<file path="src/rtl/dbe_pkg.sv">
// ============================================================================
// dbe_pkg: shared types and constants of the dark boost exposure block
// Pixel payloads, pipeline records and the fixed-point constants.
// ============================================================================
package dbe_pkg;

    localparam int CHAN_W     = 8;
    localparam int FRAC_W     = 16;
    localparam int PWR_W      = FRAC_W + 1;
    localparam int BOOST_W    = 20;
    localparam int CURVE_W    = 4;
    localparam int STRENGTH_W = 4;
    localparam int CFG_IDX_W  = 1;
    localparam int CFG_DATA_W = 4;

    typedef logic [CURVE_W:0] curve_lim_t;

    // Register indexes of the configuration port.
    localparam logic [CFG_IDX_W-1:0] REG_BOOST_STRENGTH = 1'd0;
    localparam logic [CFG_IDX_W-1:0] REG_CURVE_POWER    = 1'd1;

    localparam logic [STRENGTH_W-1:0] STRENGTH_RESET = 4'd2;
    localparam logic [CURVE_W-1:0]    CURVE_RESET    = 4'd2;

    localparam logic [PWR_W-1:0]   ONE_Q16    = 17'h10000;
    localparam logic [BOOST_W-1:0] BOOST_MAX  = 20'hFFFFF;
    localparam logic [15:0]        ROUND_HALF = 16'h8000;
    localparam logic [CHAN_W-1:0]  CHAN_MAX   = 8'hFF;

    // floor(x / 3) equals (x * 683) >> 11 for every x below 2048.
    localparam logic [9:0] DIV3_RECIP = 10'd683;
    localparam int         DIV3_SHIFT = 11;

    typedef struct packed {
        logic [CHAN_W-1:0] blue_in;
        logic [CHAN_W-1:0] green_in;
        logic [CHAN_W-1:0] red_in;
    } pixel_in_t;

    typedef struct packed {
        logic [CHAN_W-1:0] blue_out;
        logic [CHAN_W-1:0] green_out;
        logic [CHAN_W-1:0] red_out;
    } pixel_out_t;

    typedef struct packed {
        logic [FRAC_W-1:0] dark;
        logic [PWR_W-1:0]  pwr;
        pixel_in_t         pix;
    } pwr_t;

    typedef struct packed {
        logic [BOOST_W-1:0] boost;
        pixel_in_t          pix;
    } bst_t;

endpackage

</file>
<file path="src/rtl/dbe_power_stage.sv">
// ============================================================================
// dbe_power_stage: one step of the darkness power chain
// Multiplies the running power by the darkness when this step is in use,
// otherwise passes it on; one registered stage with its own handshake.
// ============================================================================
module dbe_power_stage #(
    parameter int STAGE_IDX = 0
) (
    input  logic              clk,
    input  logic              rst_n,
    input  dbe_pkg::curve_lim_t curve_lim,
    input  logic              up_valid,
    input  dbe_pkg::pwr_t     up_data,
    output logic              up_ready,
    output logic              dn_valid,
    output dbe_pkg::pwr_t     dn_data,
    input  logic              dn_ready
);
    import dbe_pkg::*;

    logic                      valid_reg;
    pwr_t                      data_reg;
    pwr_t                      data_next;
    logic [PWR_W+FRAC_W-1:0]   prod;

    always_comb
    begin
        prod      = (PWR_W + FRAC_W)'(up_data.pwr) * (PWR_W + FRAC_W)'(up_data.dark);
        data_next = up_data;
        if (curve_lim_t'(STAGE_IDX) < curve_lim)
        begin
            data_next.pwr = prod[PWR_W+FRAC_W-1:FRAC_W];
        end
    end

    assign up_ready = !valid_reg || dn_ready;
    assign dn_valid = valid_reg;
    assign dn_data  = data_reg;

    always_ff @(posedge clk or negedge rst_n)
    begin
        if (!rst_n)
        begin
            valid_reg <= 1'b0;
        end
        else if (up_ready)
        begin
            valid_reg <= up_valid;
        end
    end

    always_ff @(posedge clk)
    begin
        if (up_ready && up_valid)
        begin
            data_reg <= data_next;
        end
    end

endmodule

</file>
<file path="config.mk">
export PLATFORM = sky130hd
export DESIGN_NAME = dbe_power_stage
export DESIGN_NICKNAME = d
export VERILOG_FILES = /design/src/rtl/dbe_pkg.sv /design/src/rtl/dbe_power_stage.sv
export SDC_FILE = /design/constraint.sdc
export NUM_CORES = 1
export LEC_CHECK = 0
export BUFFER_PORTS_ARGS = -buffer_cell sky130_fd_sc_hd__buf_2
export CORE_MARGIN = 5
export CORE_UTILIZATION = 50
export CTS_BUF_LIST = sky130_fd_sc_hd__clkbuf_16
export DETAILED_ROUTE_END_ITERATION = 10
export GPL_TIMING_DRIVEN = 0
export PLACE_DENSITY = 0.7
export SLEW_MARGIN = 20
export SYNTH_ARGS = -nofsm -noshare
export SYNTH_HDL_FRONTEND = slang
export SYNTH_SLANG_ARGS = --single-unit
</file>
<file path="constraint.sdc">
create_clock -name clk -period 4.05 [get_ports clk]
set_input_delay 1.215 -clock clk [delete_from_list [all_inputs] [get_ports clk]]
set_output_delay 1.215 -clock clk [all_outputs]
set_load 0.02 [all_outputs]
</file>
==> results.md, run 1 <==
- Deepest clock path buffer count: 2
- Synth top area share: 38.1%
- Final antenna-violating net count: 0
- Crit path launch type: input pin
- Syn_area_per_cell: 9.49 µm²
- Slowest CP cell: fa_1
- Post-synth EDFFs: 57
- FMAX: 0.158 GHz
- Fin crit share: 156%
- Top cell type by total area after synthesis: fa_1
- Iter 0 DRT Violations: 507
- Violated checks: setup timing
- Port bufs: 123
- Initial core utilization: 50.3%
- RSZ-0062 raised after global routing: true
- Die height: 157 µm
- Most common cell after layout, fill and taps aside: inv_1
- Routed vias/inst: 5.41
- Final Hold Vio Count: 0
- Final Slew Violations: 0
- CP arrival: 6.41 ns
- Largest net degree at the start of global routing: 37
- Synth warn: 0
- Crit. End Element: register
- DR pass1 iterations: 5
- Setup Crit Path Kind: input pin to register
- Worst EP required: 4.14 ns
- All-Layer GR Usage: 25.6%
- Share of layout cells above drive strength 1: 30.9%
- Root buffer cell: clkbuf_16
- Cell Chain, Critical Path: buf_12 > clkbuf_16 > buf_6 > nand2_4 > fa_1 > fa_1 > inv_2 > fa_1 > fa_1 > fa_1 > inv_2 > fa_1 > inv_2 > ha_4 > buf_8 > a21oi_4 > o21ai_2 > a21oi_2 > o21ai_2 > a221oi_2 > xor2_1 > o21ai_1
- Hold path start: dn_valid$_DFFE_PN0N_
- Synth top area cells: fa_1, edfxtp_1, ha_1
- Seq cells post-synth: 58
- Clk Latency, worst-skew pair: 0.36 ns
- Most frequent cells in the layout: inv_1, fa_1, nand2_1, and2_1, buf_2
- Worst-Margin Slew: 0.559 ns
- CP startpoint: up_data[34]
- TritonCTS clock tree: built
- Cells after Synth: 1146
- Register area: 0.00174 mm²
- Worst-path clk slew: 0.07 ns
- TritonCTS buffer count: 9
- Clock Skew: 0.0129 ns
- Crit path buf inv count: 7
- Die X: 157 µm
- Status: finished with violations
- Final net count: 1729
- Routed WL: 32.2 mm
- FP Rows: 54
- Final worst slack: -2.26 ns
- Initial antenna violation count: 0
- Post-synthesis sequential area ratio: 16.0%
- Detailed Place HPWL: 24.0 mm
- Worst r2r src: dn_valid$_DFFE_PN0N_
- Full die area: 0.0248 mm²
- Total gr overflow: 0
- P&R area growth vs syn: 32.6%
- Antenna diode count: 0
- Asr flop ratio synth: 1.72%
- Filler cell count in the final layout: 1673
- Min Tclk post-route: 6.31 ns
- Syn_nets: 1521
- Crit path max-delay family: adder cells
- Global-route wire length before repair: 48.5 mm
- CP max stage delay: 0.57 ns
- Relative slew slack: 62.7%
- Unique masters post-synth: 48
- Post-DR wirelength/cell: 19.6 µm
- Core area: 0.0216 mm²
- Dominant synthesized flop cell: edfxtp_1
- Final Wtd Congestion: 0.884
- Place WS: -3.15 ns
- DRC viols: 0
- Vias in the first global route: 9221
- Final setup violation count: 17
- CTS Sinks: 58
- CP max FO: 8
- Max Cap Viol: 0
- Hold Path Class: register to register
- # IOs: 125
- Critical Path Most Common Cell: fa_1
- DR vias: 8873
- Multi-input logic area: 0.00882 mm²
- H-tree lvl count: 3
- Post-Syn Area: 0.0109 mm²
[worst paths after layout]
path / end / slack [ns] / cells after the start
max: dn_data[36]$_DFFE_PP_ / -2.26 / 22
min: dn_valid$_DFFE_PN0N_ / 0.55 / 2
max reg2reg: dn_data[53]$_DFFE_PP_ / 2.56 / 3
min reg2reg: dn_valid$_DFFE_PN0N_ / 0.55 / 2
max in group asynchronous: dn_valid$_DFFE_PN0N_ / 3.34 / 1
min in group asynchronous: dn_valid$_DFFE_PN0N_ / 0.63 / 1
[stage by stage]
step,instance area (µm²),util (%),instances,TNS [ns],hold slack [ns]
2_1_floorplan,11300,-,1146,-33.26,0.783
3_3_place_gp,12300,56.7,1549,-49.08,0.500
3_5_place_dp,12300,56.8,1550,-50.39,0.535
4_1_cts,13700,63.3,1602,-35.31,0.555
5_1_grt,14400,66.7,1639,-37.27,0.597
6_report,14400,66.7,1639,-34.98,0.554
[cells by family (layout without fill, tap and decap cells)]
kind of cell / count (synthesis) / after routing / synth area share [%]
AO/OA/AOI/OAI: 112 / 112 / 6.39
XOR/XNOR: 19 / 19 / 1.53
flip-flops: 58 / 58 / 16.0
AND/OR/NAND/NOR: 371 / 371 / 16.6
adder cells (fa/ha/maj): 309 / 309 / 49.9
buffers and inverters: 277 / 490 / 9.68
[synthesized netlist by cell type, drive strengths merged (8+ instances only)]
library cell / n
nor2: 19
nand4: 13
clkbuf: 45
and2: 124
xnor2: 8
fa: 207
o21ai: 40
edfxtp: 57
a21oi: 31
nand2: 186
ha: 102
xor2: 11
inv: 224
buf: 8
nand3: 9
[routing by layer]
| metal | GRT usage (%) | share of wire, % | vias up |
|---|---|---|---|
| li1 | - | - | 3973 |
| met1 | 33.7 | 40 | 4487 |
| met2 | 42.0 | 48 | 337 |
| met3 | 5.17 | 7.6 | 76 |
| met4 | 10.0 | 4.0 | 0 |
| met5 | 0 | 0 | - |
[cell type report]
| type | count | share of cell area (%) |
|---|---|---|
| timing repair buffer | 202 | 10.5 |
| clock buffer | 9 | 1.56 |
| sequential | 58 | 12.0 |
| multi-input combinational | 811 | 61.2 |
| tap | 280 | 2.43 |
| buffer | 48 | 5.61 |
| clock inverter | 7 | 0.868 |
| inverter | 224 | 5.83 |
[flip-flops by register name (all words and copies together) (netlist names)]
signal / count
dn_data: 57
dn_valid: 1
[tightest hold or removal path: stages (launching register included)]
cell      delay [ns]
dfrtp_1         0.34
nand2b_1        0.10
nand2b_1        0.08
[what timing repair did]
item                                   in CTS  in global routing
gates resized for setup                   159                135
endpoints found under the hold margin       0                  0
setup endpoints to repair                  17                 17
gates cloned                                1                  5
buffers inserted                           36                 36
hold buffers                                0                  0
pin swaps                                  63                 79
Power of run 1 is left out: the tool's default activity adds up to more than one toggle a clock period on the data nets, which glitch-free logic cannot reach.
==> run 2: changes to the inputs <==
--- a/config.mk
+++ b/config.mk
@@ -12,6 +12,7 @@
 export DETAILED_ROUTE_END_ITERATION = 10
 export GPL_TIMING_DRIVEN = 0
 export PLACE_DENSITY = 0.7
+export SKIP_CTS_REPAIR_TIMING = 1
 export SLEW_MARGIN = 20
 export SYNTH_ARGS = -nofsm -noshare
 export SYNTH_HDL_FRONTEND = slang
==> constraint.sdc (replaced) <==
create_clock -name clk -period 4.05 [get_ports clk]
set_input_delay 0.81 -clock clk [delete_from_list [all_inputs] [get_ports clk]]
set_output_delay 0.81 -clock clk [all_outputs]
set_load 0.02 [all_outputs]
==> results.md, run 2 (synthesized netlist as in run 1, its figures left out) <==
- Die X: 157 µm (unchanged)
- FMAX: 0.170 GHz (+7.2%)
- Worst-Margin Slew: 0.537 ns (-0.0221 ns)
- Max reg flops: 57 (unchanged)
- Final Wtd Congestion: 0.884 (unchanged)
- Total gr overflow: 0 (unchanged)
- Detailed Place HPWL: 24.0 mm (unchanged)
- TritonCTS clock tree: built
- Die height: 157 µm (unchanged)
- Crit path buf inv count: 4 (-3)
- Setup Crit Path Kind: input pin to register
- Crit path max-delay family: adder cells
- Worst EP required: 4.14 ns (about the same)
- CP arrival: 5.98 ns (-0.43 ns)
- # IOs: 125 (unchanged)
- Initial antenna violation count: 1 (+1)
- Worst r2r src: dn_valid$_DFFE_PN0N_
- Worst-path clk slew: 0.07 ns (about the same)
- Reg-to-reg slack, setup: 2.56 ns (about the same)
- FP Rows: 54 (unchanged)
- Critical Path Most Common Cell: fa_1
- RR Endpoint: dn_data[53]$_DFFE_PP_
- Hold Path Class: input pin to asynchronous set/reset pin
- Final core occ: 64.1% (-2.5 points)
- Vias in the first global route: 8872 (-3.8%)
- CTS Sinks: 58 (unchanged)
- All-Layer GR Usage: 24.6% (-0.99 points)
- Final setup violation count: 17 (unchanged)
- RSZ-0062 raised after global routing: true
- Max Cap Viol: 0 (unchanged)
- Filler cell count in the final layout: 1771 (+5.9%)
- Final worst slack: -1.84 ns (+0.423 ns)
- Routed vias/inst: 5.42 (+0.20%)
- Slowest CP cell: fa_1
- Crit. End Element: register
- Relative slew slack: 64.2% (+1.5 points)
- DR pass1 iterations: 5 (unchanged)
- Cell Chain, Critical Path: clkbuf_4 > buf_8 > and2_1 > fa_1 > inv_1 > fa_1 > inv_1 > fa_2 > fa_2 > fa_1 > fa_1 > ha_4 > a21oi_2 > o21ai_2 > a21oi_2 > o21ai_2 > a221oi_2 > xor2_1 > o21ai_1
- Min Tclk post-route: 5.89 ns (-0.423 ns)
- Core area: 0.0216 mm² (unchanged)
- Share of layout cells above drive strength 1: 26.2% (-4.7 points)
- Most frequent cells in the layout: inv_1, fa_1, nand2_1, and2_1, buf_2
- P&R area growth vs syn: 27.6%
- Status: finished with violations
- H-tree lvl count: 3 (unchanged)
- CP startpoint: up_data[28]
- Root buffer cell: clkbuf_16
- Full die area: 0.0248 mm² (unchanged)
- Final Hold Vio Count: 0 (unchanged)
- Global-route wire length before repair: 46.8 mm (-3.6%)
- Largest net degree at the start of global routing: 37 (unchanged)
- Path depth of the worst reg2reg path: 3 (unchanged)
- Final antenna-violating net count: 0 (unchanged)
- Worst setup endpoint: dn_data[36]$_DFFE_PP_
- Cell depth of the worst setup path: 19 (-14%)
- CP max FO: 10 (+2)
- Initial core utilization: 50.3% (unchanged)
- Clock Skew: 0.0126 ns (-0.000317 ns)
- Most common cell after layout, fill and taps aside: inv_1
- Final Slew Violations: 0 (unchanged)
- Deepest clock path buffer count: 2 (unchanged)
- DRC viols: 0 (unchanged)
- CP max stage delay: 0.59 ns (+0.02 ns)
- Clk Latency, worst-skew pair: 0.36 ns (about the same)
- DR vias: 8750 (-1.4%)
- Iter 0 DRT Violations: 544 (+7.3%)
- Crit path launch type: input pin
- Post-DR wirelength/cell: 19.2 µm (-2.1%)
- TritonCTS buffer count: 9 (unchanged)
- Routed WL: 31.0 mm (-3.7%)
- Final net count: 1701 (-1.6%)
- Port bufs: 123 (unchanged)
- Violated checks: setup timing
- Fin crit share: 145% (-10 points)
[run 2: routing by layer]
metal | vias to the layer above | wire [µm] | global-route usage [%]
li1 | 3916 | - | -
met1 | 4443 | 12700 | 33.1
met2 | 333 | 14900 | 39.8
met3 | 58 | 2300 | 4.70
met4 | 0 | 1100 | 9.50
met5 | - | 0 | 0
[run 2: how the worst min path moves through the flow]
stage	start	to	slack (ns)	cells past startpoint
2_1_floorplan	rst_n	dn_valid$_DFFE_PN0N_	0.51	0
3_3_place_gp	dn_valid$_DFFE_PN0N_	dn_valid$_DFFE_PN0N_	0.50	2
3_5_place_dp	dn_valid$_DFFE_PN0N_	dn_valid$_DFFE_PN0N_	0.53	2
4_1_cts	rst_n	dn_valid$_DFFE_PN0N_	0.22	1
5_1_grt	rst_n	dn_valid$_DFFE_PN0N_	0.21	1
6_report	rst_n	dn_valid$_DFFE_PN0N_	0.23	1
[run 2: cell type report]
class,instances,area [µm²],share of cell area [%]
diodes,2,5.00,0.0361
plain buffers,52,639,4.61
clock buffers,9,225,1.62
clock inverters,7,125,0.902
inverters,224,841,6.06
multi-input cells,811,8650,62.4
flip-flops and latches,58,1740,12.5
well taps,280,350,2.53
repair buffers,170,1300,9.35
[run 2: through the flow]
| stage | setup TNS, ns | setup WS (ns) | hold WS [ns] | area, µm² | std cells |
|---|---|---|---|---|---|
| finish | -29.12 | -1.84 | 0.225 | 13900 | 1613 |
| CTS | -37.48 | -2.39 | 0.217 | 12600 | 1566 |
| floorplan | -26.37 | -1.68 | 0.514 | 11300 | 1146 |
| detailed placement | -43.50 | -2.75 | 0.535 | 12300 | 1550 |
| global placement | -42.19 | -2.68 | 0.500 | 12300 | 1549 |
| global route | -31.27 | -1.95 | 0.212 | 13900 | 1613 |
[run 2: worst register-to-register path, stage by stage (launching register included)]
cell	delay (ns)
dfrtp_1	0.37
nand2b_1	0.12
and2_4	0.38
buf_12	0.27
Power of run 2 is left out for the same reason.
