--- src/rtl/dbe_pkg.sv ---
// ============================================================================
// dbe_pkg: shared types and constants of the dark boost exposure block
// Pixel payloads, pipeline records and the fixed-point constants.
// ============================================================================
package dbe_pkg;

    localparam int CHAN_W     = 8;
    localparam int FRAC_W     = 16;
    localparam int PWR_W      = FRAC_W + 1;
    localparam int BOOST_W    = 20;
    localparam int CURVE_W    = 4;
    localparam int STRENGTH_W = 4;
    localparam int CFG_IDX_W  = 1;
    localparam int CFG_DATA_W = 4;

    typedef logic [CURVE_W:0] curve_lim_t;

    // Register indexes of the configuration port.
    localparam logic [CFG_IDX_W-1:0] REG_BOOST_STRENGTH = 1'd0;
    localparam logic [CFG_IDX_W-1:0] REG_CURVE_POWER    = 1'd1;

    localparam logic [STRENGTH_W-1:0] STRENGTH_RESET = 4'd2;
    localparam logic [CURVE_W-1:0]    CURVE_RESET    = 4'd2;

    localparam logic [PWR_W-1:0]   ONE_Q16    = 17'h10000;
    localparam logic [BOOST_W-1:0] BOOST_MAX  = 20'hFFFFF;
    localparam logic [15:0]        ROUND_HALF = 16'h8000;
    localparam logic [CHAN_W-1:0]  CHAN_MAX   = 8'hFF;

    // floor(x / 3) equals (x * 683) >> 11 for every x below 2048.
    localparam logic [9:0] DIV3_RECIP = 10'd683;
    localparam int         DIV3_SHIFT = 11;

    typedef struct packed {
        logic [CHAN_W-1:0] blue_in;
        logic [CHAN_W-1:0] green_in;
        logic [CHAN_W-1:0] red_in;
    } pixel_in_t;

    typedef struct packed {
        logic [CHAN_W-1:0] blue_out;
        logic [CHAN_W-1:0] green_out;
        logic [CHAN_W-1:0] red_out;
    } pixel_out_t;

    typedef struct packed {
        logic [FRAC_W-1:0] dark;
        logic [PWR_W-1:0]  pwr;
        pixel_in_t         pix;
    } pwr_t;

    typedef struct packed {
        logic [BOOST_W-1:0] boost;
        pixel_in_t          pix;
    } bst_t;

endpackage

--- src/rtl/dbe_lane.sv ---
// ============================================================================
// dbe_lane: channel scaling lane
// Scales one color channel by the boost with round-to-nearest and clamps
// the result to the channel range.
// ============================================================================
module dbe_lane (
    input  logic [dbe_pkg::CHAN_W-1:0]  chan,
    input  logic [dbe_pkg::BOOST_W-1:0] boost,
    output logic [dbe_pkg::CHAN_W-1:0]  chan_out
);
    import dbe_pkg::*;

    localparam int PROD_W = CHAN_W + BOOST_W + 1;

    logic [PROD_W-1:0]        prod;
    logic [PROD_W-FRAC_W-1:0] scaled;

    always_comb
    begin
        prod   = PROD_W'(chan) * PROD_W'(boost) + PROD_W'(ROUND_HALF);
        scaled = prod[PROD_W-1:FRAC_W];
        if (scaled > (PROD_W - FRAC_W)'(CHAN_MAX))
        begin
            chan_out = CHAN_MAX;
        end
        else
        begin
            chan_out = scaled[CHAN_W-1:0];
        end
    end

endmodule

--- src/rtl/dbe_lane_merge.sv ---
// ============================================================================
// dbe_lane_merge: three channel lanes and the result register
// Runs one scaling lane per color channel and gathers the lanes into the
// registered result pixel.
// ============================================================================
module dbe_lane_merge (
    input  logic               clk,
    input  logic               rst_n,
    input  logic               up_valid,
    input  dbe_pkg::bst_t      up_data,
    output logic               up_ready,
    output logic               dn_valid,
    output dbe_pkg::pixel_out_t dn_data,
    input  logic               dn_ready
);
    import dbe_pkg::*;

    logic       valid_reg;
    pixel_out_t data_reg;
    pixel_out_t data_next;

    dbe_lane u_lane_blue (
        .chan     (up_data.pix.blue_in),
        .boost    (up_data.boost),
        .chan_out (data_next.blue_out)
    );

    dbe_lane u_lane_green (
        .chan     (up_data.pix.green_in),
        .boost    (up_data.boost),
        .chan_out (data_next.green_out)
    );

    dbe_lane u_lane_red (
        .chan     (up_data.pix.red_in),
        .boost    (up_data.boost),
        .chan_out (data_next.red_out)
    );

    assign up_ready = !valid_reg || dn_ready;
    assign dn_valid = valid_reg;
    assign dn_data  = data_reg;

    always_ff @(posedge clk or negedge rst_n)
    begin
        if (!rst_n)
        begin
            valid_reg <= 1'b0;
        end
        else if (up_ready)
        begin
            valid_reg <= up_valid;
        end
    end

    always_ff @(posedge clk)
    begin
        if (up_ready && up_valid)
        begin
            data_reg <= data_next;
        end
    end

`ifndef SYNTH
    // A boost of at least one never darkens a channel.
    a_lane_not_darker: assert property (@(posedge clk) disable iff (!rst_n)
        up_valid |-> (data_next.blue_out >= up_data.pix.blue_in)
                  && (data_next.green_out >= up_data.pix.green_in)
                  && (data_next.red_out >= up_data.pix.red_in))
        else $error("lane result darker than its input");

    // A result only appears after a boosted pixel was waiting.
    a_result_source: assert property (@(posedge clk) disable iff (!rst_n)
        $rose(valid_reg) |-> $past(up_valid))
        else $error("result appeared without a boosted pixel");

    // A boost of exactly one leaves the blue channel unchanged.
    a_unity_boost: assert property (@(posedge clk) disable iff (!rst_n)
        (up_valid && up_ready && (up_data.boost == BOOST_W'(ONE_Q16)))
        |=> (data_reg.blue_out == $past(up_data.pix.blue_in)))
        else $error("unity boost changed the pixel");
`endif

endmodule

--- config.mk ---
export PLATFORM = sky130hd
export DESIGN_NAME = dbe_lane_merge
export DESIGN_NICKNAME = d
export VERILOG_FILES = /design/src/rtl/dbe_pkg.sv /design/src/rtl/dbe_lane.sv /design/src/rtl/dbe_lane_merge.sv
export SDC_FILE = /design/constraint.sdc
export NUM_CORES = 1
export LEC_CHECK = 0
export CORE_UTILIZATION = 50
export CTS_CLUSTER_SIZE = 28
export DETAILED_ROUTE_END_ITERATION = 7
export DONT_BUFFER_PORTS = 1
export SETUP_SLACK_MARGIN = 0.3
export SYNTH_ARGS = -nofsm -noshare
export SYNTH_HDL_FRONTEND = slang
export SYNTH_SLANG_ARGS = --single-unit
--- constraint.sdc ---
create_clock -name clk -period 2.45 [get_ports clk]
set_input_delay 0.6125 -clock clk [delete_from_list [all_inputs] [get_ports clk]]
set_output_delay 0.6125 -clock clk [all_outputs]
set_load 0.03 [all_outputs]
==> results.md, run 1 <==
- Status: finished with violations
- Violations in the final reports: negative setup slack
- EDFF count, synth: 24
- Hold Path Stages: 1
- Largest delay share family, worst path: adder cells
- Starting utilization of the core area: roughly half
- DR vias: 12200
- Crit path from: up_data[4]
- Clock transition at the registers of the reported paths: roughly 0.09 ns
- Startpoint kind of the worst setup timing path: input port
- Total power of the final layout: between 15 and 20 mW
- Largest stage delay, worst path: 0.58 ns
- Die Span X: 182 um
- #FFs+latches synth: 25
- Dpl cells: around 2300
- Final critical path time including I/O delays and setup: 4.75 ns
- Share of final-layout standard cells stronger than drive strength 1: approximately 14%
- DR WL/cell: 16.4 um
- Commonest register cell after synthesis: edfxtp_1
- Number of hold violations in the final report: 0
- Async set-reset flop share out of synthesis: about 4%
- Maximum clock insertion buffer count: 2
- I/O Pins: 74
- Standard cell with the maximum stage delay on the critical path: fa_1
- Post-synthesis cell type with the largest combined area: fa_1
- Routed Antenna Nets: 0
- Overflow left after global routing: 0
- Synth-to-layout area growth: 12.3%
- Total leakage power: 9.14 nW
- Post-detailed-route via-to-cell ratio: ~5.2
- Clock latency of the later-clocked register in the worst-skew pair: between 0.2 and 0.3 ns
- Number of standard cells in the final layout excluding fillers: 2328
- Cell at the root of the clock tree: clkbuf_16
- Number of global-route vias before repair: 13400
- # diodes: 0
- Leading post-synthesis cells by cell area: fa_1 39%, ha_1 15%, and2_1 14%, inv_1 9.0%, edfxtp_1 4.4%
- Total Die Area: about 33000 um^2
- Largest net degree at the start of global routing: 25
- Most frequently used cell type in the post-synthesis netlist: inv_1
- R2r endpoint: dn_data[17]$_SDFFCE_PN1P_
- Required @ worst endpoint: approximately 2.5 ns
- Source of the worst hold timing path: up_valid
- TritonCTS clock tree: built
- Die boundary height: roughly 180 um
- Worst IR drop on VDD: 611 uV
- Final routed DRC violation total: 0
- Final period util: 194%
- Global-route wire length before repair: between 60000 and 70000 um
- Maximum capacitance violations: 0
- Number of buffers inserted during clock tree synthesis: 3
- Port bufs: 0
- Number of pins exceeding their max-slew limit in the final report: 0
- Yosys Warn Count: 0
- Detailed-route wire length: 38200 um
- Headroom to the max-slew limit: between 70% and 80%
- Endpoint kind of the worst setup timing path: flop
- Worst flop-to-flop path startpoint: dn_valid$_DFFE_PN0N_
- Worst-margin pin slew: about 0.43 ns
- DRC marker count from the first detailed-route iteration: ~400
- Routability Congestion: 0.843
- Biggest fanout along the worst timing path: 20
- Worst endpoint data arrival time: roughly 4.8 ns
- Clock Skews: 0.00347 ns
- Critical path class: in2reg
- Cell types with the highest counts after synthesis: 389 x inv_1, 370 x and2_1, 321 x fa_1, 195 x ha_1, 128 x nand2_1
- Endpoints failing setup: 24
- Cell with the most instances on the worst path: fa_1
- Nets in the synthesized netlist: 2390
- Antenna violations before repair: 3
- Area fraction of the dominant cell type after synthesis: between 30% and 40%
- Post-synthesis cell area: around 16000 um^2
- Min-Delay Path Class: in2reg
- Placement Setup Slack: -2.70 ns
- Total power divided by cell area: roughly 960 nW/um^2
- Mapped Cells: 1826
- Site row count: 65
- Number of detailed-routing iterations run before antenna repair: 5
- Total global-route track usage: about a quarter
- Count of cell types in the netlist: 68
- Number of sinks handled by clock tree synthesis: 25
- Core area: about 32000 um^2
- Post-layout net count: about 2500
- Setup repair after global routing missed its margin: yes
- Avg Cell Area, Syn: approximately 9 um^2
- Depth of the CTS H-tree: 1
- Cell Chain, Critical Path: and2_4, fa_1, fa_1, fa_1, fa_1, ha_4, a211oi_2, o221ai_2, a221o_1, a211oi_4, buf_6, o311ai_4, a221oi_4, buf_6, nand3_1
- Worst hold endpoint: dn_valid$_DFFE_PN0N_
- Combined buffer and inverter count along the critical path: 2
- Minimum setup slack among reg-to-reg paths: around 0.8 ns
- Post-layout worst setup margin: -2.30 ns
- Fmax achieved: roughly 210 MHz
- Hpwl dp: about 30000 um
- Sequential fraction of the synthesis area: under 10%
- Worst reg2reg path depth: 4
sequential cells by signal, summed over array words and instances (netlist names):
| signal | cells |
|---|---|
| dn_data | 24 |
| dn_valid | 1 |
worst max-delay path by stage:
stage	depth (start not counted)	slack [ns]	end
after floorplan	14	-2.49	dn_data[6]$_SDFFCE_PN1P_
after global placement	13	-2.63	dn_data[6]$_SDFFCE_PN1P_
after detailed placement	13	-2.70	dn_data[0]$_SDFFCE_PN1P_
after CTS	15	-2.33	dn_data[2]$_SDFFCE_PN1P_
after global routing	15	-2.45	dn_data[0]$_SDFFCE_PN1P_
final	15	-2.30	dn_data[0]$_SDFFCE_PN1P_
metrics by stage:
step                      area (um^2)  utilization (%)  hold WS [ns]  setup TNS [ns]
after floorplan                 16800                -         0.317          -57.84
after global placement          17900             56.2         0.317          -60.93
after detailed placement        17900             56.2         0.317          -61.86
after CTS                       18200             57.1         0.413          -52.28
after global routing            18300             57.5         0.441          -55.66
final                           18300             57.5         0.420          -51.88
cell families (layout without fill, tap and decap cells):
| family | count (synthesis) | count (layout) | share of synthesized area [%] |
|---|---|---|---|
| AO/OA/AOI/OAI | 159 | 159 | 7.18 |
| XOR/XNOR | 29 | 29 | 1.56 |
| adder cells (fa/ha/maj) | 516 | 516 | 54.4 |
| buffers and inverters | 480 | 547 | 11.1 |
| flip-flops | 25 | 25 | 4.58 |
| multiplexers | 3 | 3 | 0.192 |
| AND/OR/NAND/NOR | 614 | 614 | 21.0 |
report_power, final:
group | switching (mW) | total (mW) | internal (mW)
Combinational | 7.91 | 16.1 | 8.15
Sequential | 0.336 | 1.09 | 0.749
Clock | 0.228 | 0.453 | 0.225
Total | 8.47 | 17.6 | 9.13
placed cells by master (no fill, tap or decap), types with 8 or more instances in the layout:
cell	netlist	routed
edfxtp_1	24	24
a21o_1	15	15
fa_1	321	315
and2_4	0	22
nand3_1	31	25
xnor2_1	14	13
and3_1	8	8
a21oi_1	43	39
inv_1	389	384
and2_1	370	348
nor2_1	29	27
xor2_1	15	15
buf_4	0	150
nand4_1	21	21
ha_4	0	18
o21ai_0	18	14
nand2_1	128	122
ha_1	195	177
layer usage:
metal | part of all wire [%] | routed length (um) | vias up | global-route usage [%]
met1 | 42 | 16200 | 6217 | 30.9
met2 | 51 | 19400 | 206 | 45.1
li1 | - | - | 5720 | -
met5 | 0 | 0 | - | 0
met4 | 2.6 | 1000 | 0 | 6.89
met3 | 4.1 | 1570 | 43 | 3.27
final cells by class:
| type | count | area [um^2] |
|---|---|---|
| Multi-Input combinational cell | 1321 | 14300 |
| Fill cell | 2920 | 13500 |
| Inverter | 389 | 1460 |
| Timing Repair Buffer | 154 | 1170 |
| Sequential cell | 25 | 746 |
| Tap cell | 435 | 544 |
| Clock buffer | 3 | 75.1 |
| Clock inverter | 1 | 7.51 |
timing repair:
item	4_1_cts	5_1_grt
hold buffers	1	0
hold endpoints to repair	1	0
pin swaps	31	8
resized for setup	30	23
setup buffers	7	3
setup endpoints to repair	24	24
(Power assumes the default switching activity.)
==> inputs of run 2 (changes only) <==
--- a/config.mk
+++ b/config.mk
@@ -9,6 +9,7 @@
 export CTS_CLUSTER_SIZE = 28
 export DETAILED_ROUTE_END_ITERATION = 7
 export DONT_BUFFER_PORTS = 1
+export PLACE_DENSITY = 0.74
 export SETUP_SLACK_MARGIN = 0.3
 export SYNTH_ARGS = -nofsm -noshare
 export SYNTH_HDL_FRONTEND = slang
==> run 2 against run 1 <==
Against the previous run:
- the run still ends with negative setup slack left
- maximum frequency grew 0.57%
- combinational power grew 3%
- power grew 3.0%
- die area is the same
- flip-flop and latch count is the same
- cell count grew 0.13%
- clock power shrank 3%
- non-clock buffer count grew 3
- critical endpoint is now dn_data[7]$_SDFFCE_PN1P_
==> results.md, run 2 (synthesis gave the netlist of run 1 again) <==
- R2r endpoint: dn_data[14]$_SDFFCE_PN1P_
- DR WL/cell: between 15 and 20 um
- Worst reg2reg path depth: 4
- Detailed-route wire length: slightly below 40000 um
- Largest net degree at the start of global routing: 25
- DR vias: 12400
- Total leakage power: 9.13 nW
- Routed Antenna Nets: 0
- Headroom to the max-slew limit: 65.6%
- Post-layout net count: approximately 2500
- Number of buffers inserted during clock tree synthesis: 3
- Hpwl dp: just over 30000 um
- Number of standard cells in the final layout excluding fillers: between 2000 and 2500
- Worst-margin pin slew: between 0.5 and 0.6 ns
- Final critical path time including I/O delays and setup: around 4.7 ns
- Endpoint kind of the worst setup timing path: flop
- Worst IR drop on VDD: ~890 uV
- I/O Pins: 74
- Number of hold violations in the final report: 0
- Critical path class: in2reg
- Max FFs per register: 24
- Total global-route track usage: 24.8%
- Startpoint kind of the worst setup timing path: input port
- Starting utilization of the core area: 51.2%
- Final routed DRC violation total: 0
- Setup repair after global routing missed its margin: yes
- Number of pins exceeding their max-slew limit in the final report: 0
- Required @ worst endpoint: approximately 2.5 ns
- Placement Setup Slack: -2.64 ns
- Clock Skews: between 0.015 and 0.02 ns
- Source of the worst hold timing path: up_valid
- Number of detailed-routing iterations run before antenna repair: 5
- Most common cell after layout, fill and taps aside: inv_1
- Hold Worst Slack: between 0.4 and 0.5 ns
- DRC marker count from the first detailed-route iteration: 499
- # diodes: 0
- Synth-to-layout area growth: 12.5%
- Depth of the CTS H-tree: 1
- TritonCTS clock tree: built
- Site row count: between 60 and 70
- Share of final-layout standard cells stronger than drive strength 1: 14.1%
- Die boundary height: approximately 180 um
- Worst endpoint data arrival time: 4.74 ns
- Status: finished with violations
- Standard cell area after detailed placement: about 18000 um^2
- Total power of the final layout: between 15 and 20 mW
- Biggest fanout along the worst timing path: 20
- Worst flop-to-flop path startpoint: dn_valid$_DFFE_PN0N_
- Violations in the final reports: negative setup slack
- Final period util: 193%
- Number of global-route vias before repair: 13700
- Overflow left after global routing: 0
- Endpoints failing setup: 24
- Port bufs: 0
- Worst hold endpoint: dn_valid$_DFFE_PN0N_
- Maximum clock insertion buffer count: 2
- Clock latency of the later-clocked register in the worst-skew pair: about 0.30 ns
- Core area: 31800 um^2
- Maximum capacitance violations: 0
- Cell at the root of the clock tree: clkbuf_16
- Clock transition at the registers of the reported paths: ~0.070 ns
- Global-route wire length before repair: roughly 66000 um
- Hold Path Stages: 1
- Total Die Area: ~33000 um^2
- Post-layout worst setup margin: -2.27 ns
- Minimum setup slack among reg-to-reg paths: between 0.8 and 0.9 ns
- Most frequent cells in the layout: 383 x inv_1, 352 x and2_1, 315 x fa_1
- Total power divided by cell area: just under 1000 nW/um^2
- Number of filler instances in the final layout: around 2700
- Dpl cells: ~2300
- Min-Delay Path Class: in2reg
- Die Span X: between 150 and 200 um
- Finished Cell Area: between 15000 and 20000 um^2
- Number of sinks handled by clock tree synthesis: 25
- Post-detailed-route via-to-cell ratio: 5.33
- Fmax achieved: about 210 MHz
- Routability Congestion: approximately 0.95
- Antenna violations before repair: 1
## run 2: changes by cell type in the layout (fill, tap and decap cells not counted), sizes merged
cell	change
buf	+3
## run 2: stage by stage
stage                     TNS [ns]  util (%)
after floorplan             -57.84         -
after global placement      -59.46      56.2
after detailed placement    -61.71      56.2
after CTS                   -51.53      57.1
after global routing        -55.79      57.6
final                       -52.55      57.6
## run 2: repair_timing
item / CTS / global route
setup endpoints to repair: 24 / 24
gates resized for setup: 25 / 26
hold buffers: 1 / 0
pin swaps: 19 / 35
hold endpoints to repair: 1 / 0
setup buffers: 10 / 4
## run 2: worst max-delay path, cell delays in order
cell	delay (ns)
and2_4	0.14
fa_1	0.50
fa_1	0.57
fa_1	0.43
fa_1	0.55
ha_4	0.23
a211oi_2	0.18
o221ai_1	0.15
a221o_1	0.37
a211oi_4	0.31
o311ai_2	0.14
a221oi_4	0.44
nand3_1	0.13
## run 2: layout make-up
type	instances	area, um^2	share of cell area [%]
inverters	389	1460	7.97
multi-input cells	1321	14300	78.1
well taps	435	544	2.97
clock buffers	3	75.1	0.410
repair buffers	157	1180	6.47
clock inverters	1	7.51	0.0410
flip-flops and latches	25	746	4.07
## run 2: worst max-delay path by stage
| stage | depth (start not counted) | start | slack [ns] | to |
|---|---|---|---|---|
| 2_1_floorplan | 14 | up_data[31] | -2.49 | dn_data[6]$_SDFFCE_PN1P_ |
| 3_3_place_gp | 14 | up_data[31] | -2.53 | dn_data[23]$_SDFFCE_PN1P_ |
| 3_5_place_dp | 14 | up_data[31] | -2.64 | dn_data[20]$_SDFFCE_PN1P_ |
| 4_1_cts | 13 | up_data[31] | -2.25 | dn_data[7]$_SDFFCE_PN1P_ |
| 5_1_grt | 13 | up_data[2] | -2.41 | dn_data[2]$_SDFFCE_PN1P_ |
| 6_report | 13 | up_data[2] | -2.27 | dn_data[7]$_SDFFCE_PN1P_ |
## run 2: report_power, final
group | total (mW) | switching, mW | internal, mW
Clock | 0.440 | 0.216 | 0.224
Sequential | 1.09 | 0.337 | 0.749
Combinational | 16.6 | 8.24 | 8.35
## run 2: per-layer routing
metal  track usage, %  part of all wire, %
met5                0                    0
met4             5.61                  1.5
met3             3.17                  5.2
met2             45.3                   52
met1             31.2                   41
==> inputs of run 3 (changes only) <==
--- a/config.mk
+++ b/config.mk
@@ -5,11 +5,12 @@
 export SDC_FILE = /design/constraint.sdc
 export NUM_CORES = 1
 export LEC_CHECK = 0
-export CORE_UTILIZATION = 50
+export CORE_UTILIZATION = 30
 export CTS_CLUSTER_SIZE = 28
 export DETAILED_ROUTE_END_ITERATION = 7
 export DONT_BUFFER_PORTS = 1
-export PLACE_DENSITY = 0.74
+export PLACE_DENSITY = 0.53
+export REMOVE_ABC_BUFFERS = 1
 export SETUP_SLACK_MARGIN = 0.3
 export SYNTH_ARGS = -nofsm -noshare
 export SYNTH_HDL_FRONTEND = slang
==> run 3 against run 2 <==
Against the previous run:
- the flow still finishes with violations (negative setup slack)
- highest routed layer unchanged
- clock-buffer cell count unchanged
- clock skew shrank 0.0097 ns
- worst hold slack got worse by 0.42 ns
- first-iteration DRC count fell by 20%
- largest power group unchanged
==> results.md, run 3 (synthesis gave the netlist of run 1 again) <==
- Max FFs per register: 24
- DR vias: roughly 12000
- Share of final-layout standard cells stronger than drive strength 1: a little over an eighth
- DR WL/cell: between 15 and 20 um
- Minimum setup slack among reg-to-reg paths: about 0.86 ns
- Total leakage power: slightly above 9 nW
- Synth-to-layout area growth: 14.3%
- Violations in the final reports: negative setup slack
- Min-Delay Path Class: in2async
- R2r endpoint: dn_data[6]$_SDFFCE_PN1P_
- Number of filler instances in the final layout: around 5500
- Total power of the final layout: roughly 18 mW
- I/O Pins: between 70 and 80
- Post-layout worst setup margin: -2.34 ns
- Aggregate negative setup slack: -53.79 ns
- Antenna violations before repair: 1
- Critical path class: in2reg
- Area used by sequential logic in the layout: between 700 and 800 um^2
- Number of global-route vias before repair: around 13000
- Endpoints failing setup: 24
- Number of detailed-routing iterations run before antenna repair: 4
- Routability Congestion: roughly 0.8
- Number of hold violations in the final report: 0
- Clock transition at the registers of the reported paths: 0.08 ns
- Die Span X: between 200 and 250 um
- Largest net degree at the start of global routing: 25
- Detailed-route wire length: between 40000 and 50000 um
- Worst endpoint data arrival time: a little under 5 ns
- Biggest fanout along the worst timing path: 20
- Overflow left after global routing: 0
- Finished Cell Area: 18600 um^2
- Setup repair after global routing missed its margin: yes
- Total power divided by cell area: approximately 970 nW/um^2
- Status: finished with violations
- Cell at the root of the clock tree: clkbuf_16
- Worst reg2reg path depth: 4
- Headroom to the max-slew limit: between 70 and 80%
- Standard cell area after detailed placement: 18000 um^2
- Worst-margin pin slew: between 0.4 and 0.5 ns
- Port bufs: 0
- Number of sinks handled by clock tree synthesis: 25
- DRC marker count from the first detailed-route iteration: around 400
- Hpwl dp: approximately 32000 um
- Capture point of the worst path: dn_data[4]$_SDFFCE_PN1P_
- Maximum capacitance violations: 0
- Footprint of the multi-input gates: 14100 um^2
- Finished Core Util: 34.6%
- Post-detailed-route via-to-cell ratio: approximately 4.7
- Starting utilization of the core area: around 30%
- Depth of the CTS H-tree: 1
- Clock latency of the later-clocked register in the worst-skew pair: just under 0.3 ns
- Required @ worst endpoint: roughly 2.5 ns
- Clock Skews: 0.00661 ns
- Final period util: 195%
- Most frequent cells in the layout: 385 x inv_1, 363 x and2_1, 319 x fa_1
- Site row count: 85
- Final routed DRC violation total: 0
- Global-route wire length before repair: between 60000 and 70000 um
- Startpoint kind of the worst setup timing path: input port
- Die boundary height: roughly 230 um
- Fmax achieved: 209 MHz
- Worst IR drop on VDD: between 500 and 600 uV
- TritonCTS clock tree: built
- Worst flop-to-flop path startpoint: dn_valid$_DFFE_PN0N_
- Maximum clock insertion buffer count: 2
- Routed Antenna Nets: 0
- Hold Worst Slack: approximately 0.016 ns
- Number of buffers inserted during clock tree synthesis: 3
- Crit path from: up_data[2]
- Total global-route track usage: around 15%
- Number of buffers inserted for hold repair after clock tree synthesis: 0
- Post-layout net count: 2476
- Endpoint kind of the worst setup timing path: flop
- Most common cell after layout, fill and taps aside: inv_1
- Total Die Area: roughly 55000 um^2
- Number of pins exceeding their max-slew limit in the final report: 0
- Final critical path time including I/O delays and setup: about 4.8 ns
- Core area: between 50000 and 60000 um^2
-- run 3: per-layer routing --
metal | wire, um | GRT usage (%)
met5 | 0 | 0
met4 | 762 | 3.81
met2 | 20700 | 27.5
met1 | 17400 | 19.3
met3 | 1120 | 1.05
-- run 3: where the power goes --
part | leakage, nW | internal [mW] | switching, mW | total [mW]
clock | 0.0371 | 0.224 | 0.195 | 0.419
sequential | 0.202 | 0.750 | 0.378 | 1.13
combinational | 8.97 | 8.28 | 8.14 | 16.4
total | 9.21 | 9.25 | 8.71 | 18.0
-- run 3: worst max-delay path, stage by stage --
cell,delay [ns]
and2_4,0.15
fa_1,0.51
fa_1,0.57
fa_1,0.43
fa_1,0.53
ha_4,0.22
a211oi_2,0.17
o221ai_1,0.15
a221o_1,0.43
a211oi_4,0.26
buf_6,0.15
o311ai_4,0.09
a221oi_4,0.28
buf_6,0.16
nand3_1,0.07
-- run 3: how the worst min path moves through the flow --
stage / end / slack (ns) / cells after the start
finish: dn_valid$_DFFE_PN0N_ / 0.02 / 0
global route: dn_valid$_DFFE_PN0N_ / 0.008 / 0
CTS: dn_valid$_DFFE_PN0N_ / 0.009 / 0
detailed placement: dn_valid$_DFFE_PN0N_ / 0.32 / 0
global placement: dn_valid$_DFFE_PN0N_ / 0.32 / 0
floorplan: dn_valid$_DFFE_PN0N_ / 0.32 / 0
-- run 3: what timing repair did --
item	in CTS	in global routing
setup buffers	5	5
resized for setup	54	28
pin swaps	57	15
gates cloned	0	0
endpoints found under the setup margin	24	24
-- run 3: cell type report --
class                           instances  area share (%)
Timing Repair Buffer                  172            7.12
Inverter                              389            7.85
Clock inverter                          1          0.0403
Clock buffer                            3           0.403
Tap cell                              696            4.68
Multi-Input combinational cell       1321            75.9
Antenna cell                            1          0.0134
Sequential cell                        25            4.01
-- run 3: through the flow --
| stage | worst slack [ns] | cells |
|---|---|---|
| 6_report | -2.34 | 2608 |
| 3_3_place_gp | -2.78 | 2593 |
| 3_5_place_dp | -2.81 | 2593 |
| 5_1_grt | -2.45 | 2607 |
| 4_1_cts | -2.37 | 2602 |
| 2_1_floorplan | -2.53 | 1735 |
